[config.mk]
export PLATFORM = sky130hd
export DESIGN_NAME = wep_ctrl
export DESIGN_NICKNAME = d
export VERILOG_FILES = /design/src/sv/wep_pkg.sv /design/src/sv/wep_ctrl.sv
export SDC_FILE = /design/constraint.sdc
export NUM_CORES = 1
export LEC_CHECK = 0
export BUFFER_PORTS_ARGS = -buffer_cell sky130_fd_sc_hd__buf_2
export CORE_UTILIZATION = 25
export DETAILED_ROUTE_END_ITERATION = 8
export GPL_TIMING_DRIVEN = 0
export SYNTH_ARGS = -nofsm -noshare
export SYNTH_HDL_FRONTEND = slang
export SYNTH_SLANG_ARGS = --single-unit
[constraint.sdc]
create_clock -name clk -period 1.9 [get_ports clk]
set_clock_uncertainty 0.15 [all_clocks]
set_input_delay 0 -clock clk [delete_from_list [all_inputs] [get_ports clk]]
set_output_delay 0 -clock clk [all_outputs]
set_load 0.1 [all_outputs]
[src/sv/wep_pkg.sv]
// Shared types and constants for the wavetable envelope player.
// Holds the action and phase codes, controller states and the command and
// status structs between the controller and the datapath. No dependencies.
package wep_pkg;

  // Field and register widths.
  localparam int LEN_W     = 24;
  localparam int VAL_W     = 16;
  localparam int ACT_W     = 2;
  localparam int ADDR_W    = 9;
  localparam int CFG_IDX_W = 2;

  // Shared divider: remainder width covers a divisor of twice a phase length.
  localparam int DIVR_W = LEN_W + 1;
  // Quotient bits of the rounding division, which is biased to stay positive.
  localparam int IQ_W   = 18;
  localparam int DCNT_W = 5;

  // Interpolation datapath widths.
  localparam int DIFF_W = VAL_W + 1;
  localparam int P2_W   = DIFF_W + LEN_W + 1;
  localparam int N2_W   = P2_W + 2;

  // Configuration register indexes.
  localparam logic [CFG_IDX_W-1:0] CFG_ATTACK  = 2'd0;
  localparam logic [CFG_IDX_W-1:0] CFG_MIDDLE  = 2'd1;
  localparam logic [CFG_IDX_W-1:0] CFG_RELEASE = 2'd2;

  typedef enum logic [ACT_W-1:0] {
    ACT_TICK,
    ACT_TRIGGER,
    ACT_WRITE,
    ACT_READY
  } action_t;

  typedef enum logic [1:0] {
    PH_IDLE,
    PH_ATTACK,
    PH_MIDDLE,
    PH_RELEASE
  } phase_t;

  // What the current request turns out to be once it is decoded.
  typedef enum logic [1:0] {
    TK_NONE,
    TK_IDLE,
    TK_END,
    TK_INTERP
  } tick_kind_t;

  typedef enum logic [3:0] {
    S_IDLE,
    S_EXEC,
    S_RDEND,
    S_D1LOAD,
    S_D1RUN,
    S_RD1,
    S_RD2,
    S_MUL,
    S_D2LOAD,
    S_D2RUN,
    S_FIN,
    S_OUT
  } ctrl_state_t;

  typedef struct packed {
    logic capture;
    logic exec;
    logic end_cap;
    logic div1_load;
    logic div2_load;
    logic div_step;
    logic rd1;
    logic rd2;
    logic mul;
    logic fin;
    logic out_load;
  } dp_cmd_t;

  typedef struct packed {
    tick_kind_t kind;
    logic       div_busy;
  } dp_status_t;

endpackage

[src/sv/wep_ctrl.sv]
// Controller state machine for the wavetable envelope player.
// Sequences decode, division, table reads and output; depends on wep_pkg.
module wep_ctrl (
  input  logic                clk,
  input  logic                rst,
  input  logic                in_valid,
  output logic                in_stall,
  output logic                out_valid,
  input  logic                out_stall,
  input  wep_pkg::dp_status_t status,
  output wep_pkg::dp_cmd_t    cmd
);
  import wep_pkg::*;

  ctrl_state_t state, state_next;

  // State register and output valid flag.
  always_ff @(posedge clk) begin
    if (rst) begin
      state     <= S_IDLE;
      out_valid <= 1'b0;
    end else begin
      state <= state_next;
      if (cmd.out_load) begin
        out_valid <= 1'b1;
      end else if (!out_stall) begin
        out_valid <= 1'b0;
      end
    end
  end

  // Next state and datapath commands.
  always_comb begin
    cmd        = '0;
    state_next = state;
    in_stall   = (state != S_IDLE);
    case (state)
      S_IDLE: begin
        if (in_valid) begin
          cmd.capture = 1'b1;
          state_next  = S_EXEC;
        end
      end
      S_EXEC: begin
        cmd.exec = 1'b1;
        case (status.kind)
          TK_IDLE:   state_next = S_OUT;
          TK_END:    state_next = S_RDEND;
          TK_INTERP: state_next = S_D1LOAD;
          default:   state_next = S_IDLE;
        endcase
      end
      S_RDEND: begin
        cmd.end_cap = 1'b1;
        state_next  = S_OUT;
      end
      S_D1LOAD: begin
        cmd.div1_load = 1'b1;
        state_next    = S_D1RUN;
      end
      S_D1RUN: begin
        if (status.div_busy) begin
          cmd.div_step = 1'b1;
        end else begin
          state_next = S_RD1;
        end
      end
      S_RD1: begin
        cmd.rd1    = 1'b1;
        state_next = S_RD2;
      end
      S_RD2: begin
        cmd.rd2    = 1'b1;
        state_next = S_MUL;
      end
      S_MUL: begin
        cmd.mul    = 1'b1;
        state_next = S_D2LOAD;
      end
      S_D2LOAD: begin
        cmd.div2_load = 1'b1;
        state_next    = S_D2RUN;
      end
      S_D2RUN: begin
        if (status.div_busy) begin
          cmd.div_step = 1'b1;
        end else begin
          state_next = S_FIN;
        end
      end
      S_FIN: begin
        cmd.fin    = 1'b1;
        state_next = S_OUT;
      end
      S_OUT: begin
        // Wait until the output register is free or being emptied.
        if (!out_valid || !out_stall) begin
          cmd.out_load = 1'b1;
          state_next   = S_IDLE;
        end
      end
      default: state_next = S_IDLE;
    endcase
  end

endmodule

== After elaboration in Yosys (flattened, before gate mapping) ==
Index checks and enable logic that the tools add are counted.
Operators by class
  shift operators: 0
  order comparisons: 0
  eq/ne operators: 19
  mux-type cells: 22
  divide/modulo/power cells: 0
  $mul: 0
  reductions and logical operators: 8
  $add $sub $neg: 0
  bitwise logic cells: 0
Operators with widths (number)
  4-bit one-hot mux with 11 select lines: 1
  4-bit by 3-bit == test with 1-bit output (second input constant): 4
  4-bit == test (second input constant): 4
  1-bit 2-to-1 mux: 16
  4-bit 2-to-1 mux: 4
  4-bit one-hot mux with 3 select lines: 1
  4-bit by 2-bit == test with 1-bit output (second input constant): 2
  2-bit != test (second input constant): 4
  2-bit == test (second input constant): 2
  4-bit by 1-bit == test with 1-bit output (second input constant): 1
  4-bit logical NOT: 1
  4-bit AND reduction: 1
  4-bit nonzero test: 1
  2-bit OR reduction: 2
  2-bit by 1-bit == test with 1-bit output (second input constant): 1
  1-bit logical NOT: 2
  2-bit by 1-bit != test with 1-bit output (second input constant): 1
  1-bit logical OR: 1
Storage, ports and cells
  register bits: 5
  memories: 0
  ROM bits: 0
  RAM bits: 0
  output and inout port bits: 13
  latch bits: 0

== Longest topological paths before layout ==
  depth in word-level cells: 5
  mapped depth: 5
  mapped depth without buffers: 4

== Worst setup path before layout ==
Ideal clock, no wire load.
  path type: reg-to-output
  from: register state[3]
  to: output port cmd[6] (netlist name)
  arrival: 3.671 ns
  setup slack: -1.921 ns
  required time: 1.750 ns
  stages on the path, launching flop included: 3
  cell sequence: dfxtp_1 buf_2 nor4b_1
RTL lines
  start: declaration: RTL line wep_ctrl.sv:15  | ctrl_state_t state, state_next;
  start signal: assignment: RTL line wep_ctrl.sv:23  | state <= state_next;
  end: declaration: RTL line wep_ctrl.sv:11  | output wep_pkg::dp_cmd_t cmd

==> impl_metrics.py <==
metrics = {
    "clocking": {
        "cts_buffers": 3,
        "cts_sinks": 5,
        "max-clock-path-buffers": 2,
        "insertion_delay_ns": 0.23,
        "cts.clk_slew.worst_paths_ns": 0.04,
        "root_buffer": "clkbuf_4",
        "cts_tree": "done",
        "cts_max_level": 1,
    },
    "flow_run": {
        "cap_violations": 0,
    },
    "synthesis": {
        "ys_seq_elements": 5,
        "ys_top_cells_by_count": "8 x nor2_1, 5 x dfxtp_1, 5 x nand2_1, 5 x nor3_1",
        "syn_nets": 64,
        "ys.flop_type": "dfxtp_1",
        "yosysWarnings": 0,
        "syn_area_um2": 404,
        "synthArstFlopShare_pct": 0,
        "ys_top_cells_by_area": "dfxtp_1 25%, nor2_1 7.4%, nor3_1 6.2%",
        "syn_inst": 57,
        "yosysTopAreaCell": "dfxtp_1",
        "synth-edff-count": 0,
        "ys_seq_area_share_pct": 24.8,
        "yosysTopAreaCellShare_pct": 24.8,
        "synthDistinctLibCells": 25,
        "synth.most_common_cell": "nor2_1",
        "synth_area_per_cell_um2": 7.09,
    },
    "cells_and_area": {
        "utilization_pct": 42.9,
        "syn_to_final_growth_pct": 59.8,
        "finalNetCount": 90,
        "instances_no_fill": 98,
        "diodes": 0,
        "drive_above_1_share_pct": 46.3,
    },
    "hold_path": {
        "hold_start": "status[0]",
        "holdPathStages": 4,
        "min_path_type": "in2reg",
    },
    "grt": {
        "grt.met3_usage_pct": 2.59,
        "groute.layer.met2.usage_pct": 22.2,
        "grt_pass1_wl_mm": 1.64,
        "antenna_found_initial": 0,
        "gr-total-overflow": 0,
        "grt_use_met1_pct": 12.9,
        "grt.busiest_layer": "met2",
        "grt_max_degree": 11,
        "grt_pass1_vias": 408,
        "grt_usage_pct": 12.1,
    },
    "placement": {
        "dp.cells": 92,
        "place_congestion": 0.707,
        "io_buffers": 19,
        "dp_hpwl_um": 809,
    },
    "route": {
        "wl_per_cell_um": 11.0,
        "ant_nets": 0,
        "viasPerCell": 4.97,
        "drc_errors": 0,
        "vias": 487,
        "wirelength_mm": 1.08,
        "drtIter0Drc": 11,
        "drt_first_pass_iters": 4,
    },
    "setup_path": {
        "end_kind": "primary output",
        "path_max_fanout": 10,
        "crit_path_start": "state[2]",
        "worstPathArrival_ns": 1.65,
        "critPathKind": "reg2out",
        "crit_path_start_kind": "flop",
        "worstRegToRegCells": 5,
        "r2r-start": "state[2]",
        "worstPathRequired_ns": 1.75,
    },
    "floorplanning": {
        "start_util_pct": 26.8,
        "rows": 14,
        "die_w_um": 42.2,
        "core-area_um2": 1510,
        "die_h_um": 42.2,
        "boundaryPins": 20,
        "die_area_um2": 1780,
    },
    "timing": {
        "fmax_ghz": 0.555,
        "fin_crit_ns": 1.80,
        "rsz0062_at_grt": "no",
        "worstMarginPinSlew_ns": 0.490,
        "setup_violations": 0,
        "final_hold_viol_count": 0,
        "fin_crit_sh_pct": 94.8,
        "fin_setup_tns_ns": 0,
        "slew_headroom_pct": 67.6,
        "slew_viol_final": 0,
    },
    "power": {
        "ir_drop_mv": 0.750,
        "p_leak_uw": 0.000284,
        "p_per_area_nw_per_um2": 1820,
        "power.total_uw": 1180,
    },
    "run_status": {
        "status": "complete, no violations",
    },
}
-- per-layer routing --
| metal | vias up | wire length, um |
|---|---|---|
| li1 | 257 | - |
| met1 | 218 | 482 |
| met2 | 12 | 559 |
| met3 | 0 | 33 |
| met4 | 0 | 0 |
| met5 | - | 0 |
-- worst paths after layout --
check,end,slack (ns)
worst max-delay path,cmd[3],0.1
worst min-delay path,state[1],0.06
worst max register to register,state[3],0.38
worst min register to register,out_valid,0.35
-- where the power goes --
| part | switching, uW | total, uW | internal (uW) | leakage, uW |
|---|---|---|---|---|
| sequential | 32.7 | 167 | 134 | 0.0000411 |
| combinational | 681 | 894 | 213 | 0.000228 |
| clock | 37.3 | 116 | 79.0 | 0.0000150 |
| total | 750 | 1180 | 426 | 0.000284 |
-- worst max-delay path: stages (launching register included) --
cell	delay, ns
dfxtp_1	0.42
buf_2	0.29
nand2_1	0.14
nor3_2	0.12
buf_2	0.44
-- sequential cells by signal, indices dropped and copies added (netlist names) --
register   flops
state          4
out_valid      1
-- per-stage QoR --
stage | instance area (um^2) | hold WS, ns | setup WS, ns
2_1_floorplan | 468 | -0.0876 | -0.518
3_3_place_gp | 583 | 0.0590 | 0.212
3_5_place_dp | 583 | 0.0579 | 0.216
4_1_cts | 632 | 0.0520 | 0.0230
5_1_grt | 646 | 0.0636 | 0.0112
6_report | 646 | 0.0562 | 0.0984
-- area by class of cell --
class                      instances  area [um^2]
tap                               16         20.0
clock buffer                       4         26.3
sequential                         5          100
fill                             153          861
buffer                             4         20.0
timing repair buffer              21          131
multi-input combinational         48          348
-- cell usage in the layout, fill, tap and decap left out, drive strengths merged, types with 3 or more instances in the layout --
cell type	count
dfxtp	5
nor3	5
nand2	5
nand2b	3
nor2	8
a21oi	5
nor3b	3
buf	20
clkbuf	7
-- cells by family after synthesis --
logic type,after synthesis,share of synthesized area [%]
AND/OR/NAND/NOR,34,47.1
AO/OA/AOI/OAI,13,21.1
flip-flops,5,24.8
buffers and inverters,4,4.95
XOR/XNOR,1,2.17
-- timing repair --
action                                 4_1_cts  5_1_grt
resized for setup                            1        6
pin swaps                                    0        0
hold buffers                                 2        0
setup endpoints to repair                    1        5
endpoints found under the hold margin        5        0
setup buffers                                0        0
Power figures use the tool's default switching activity.
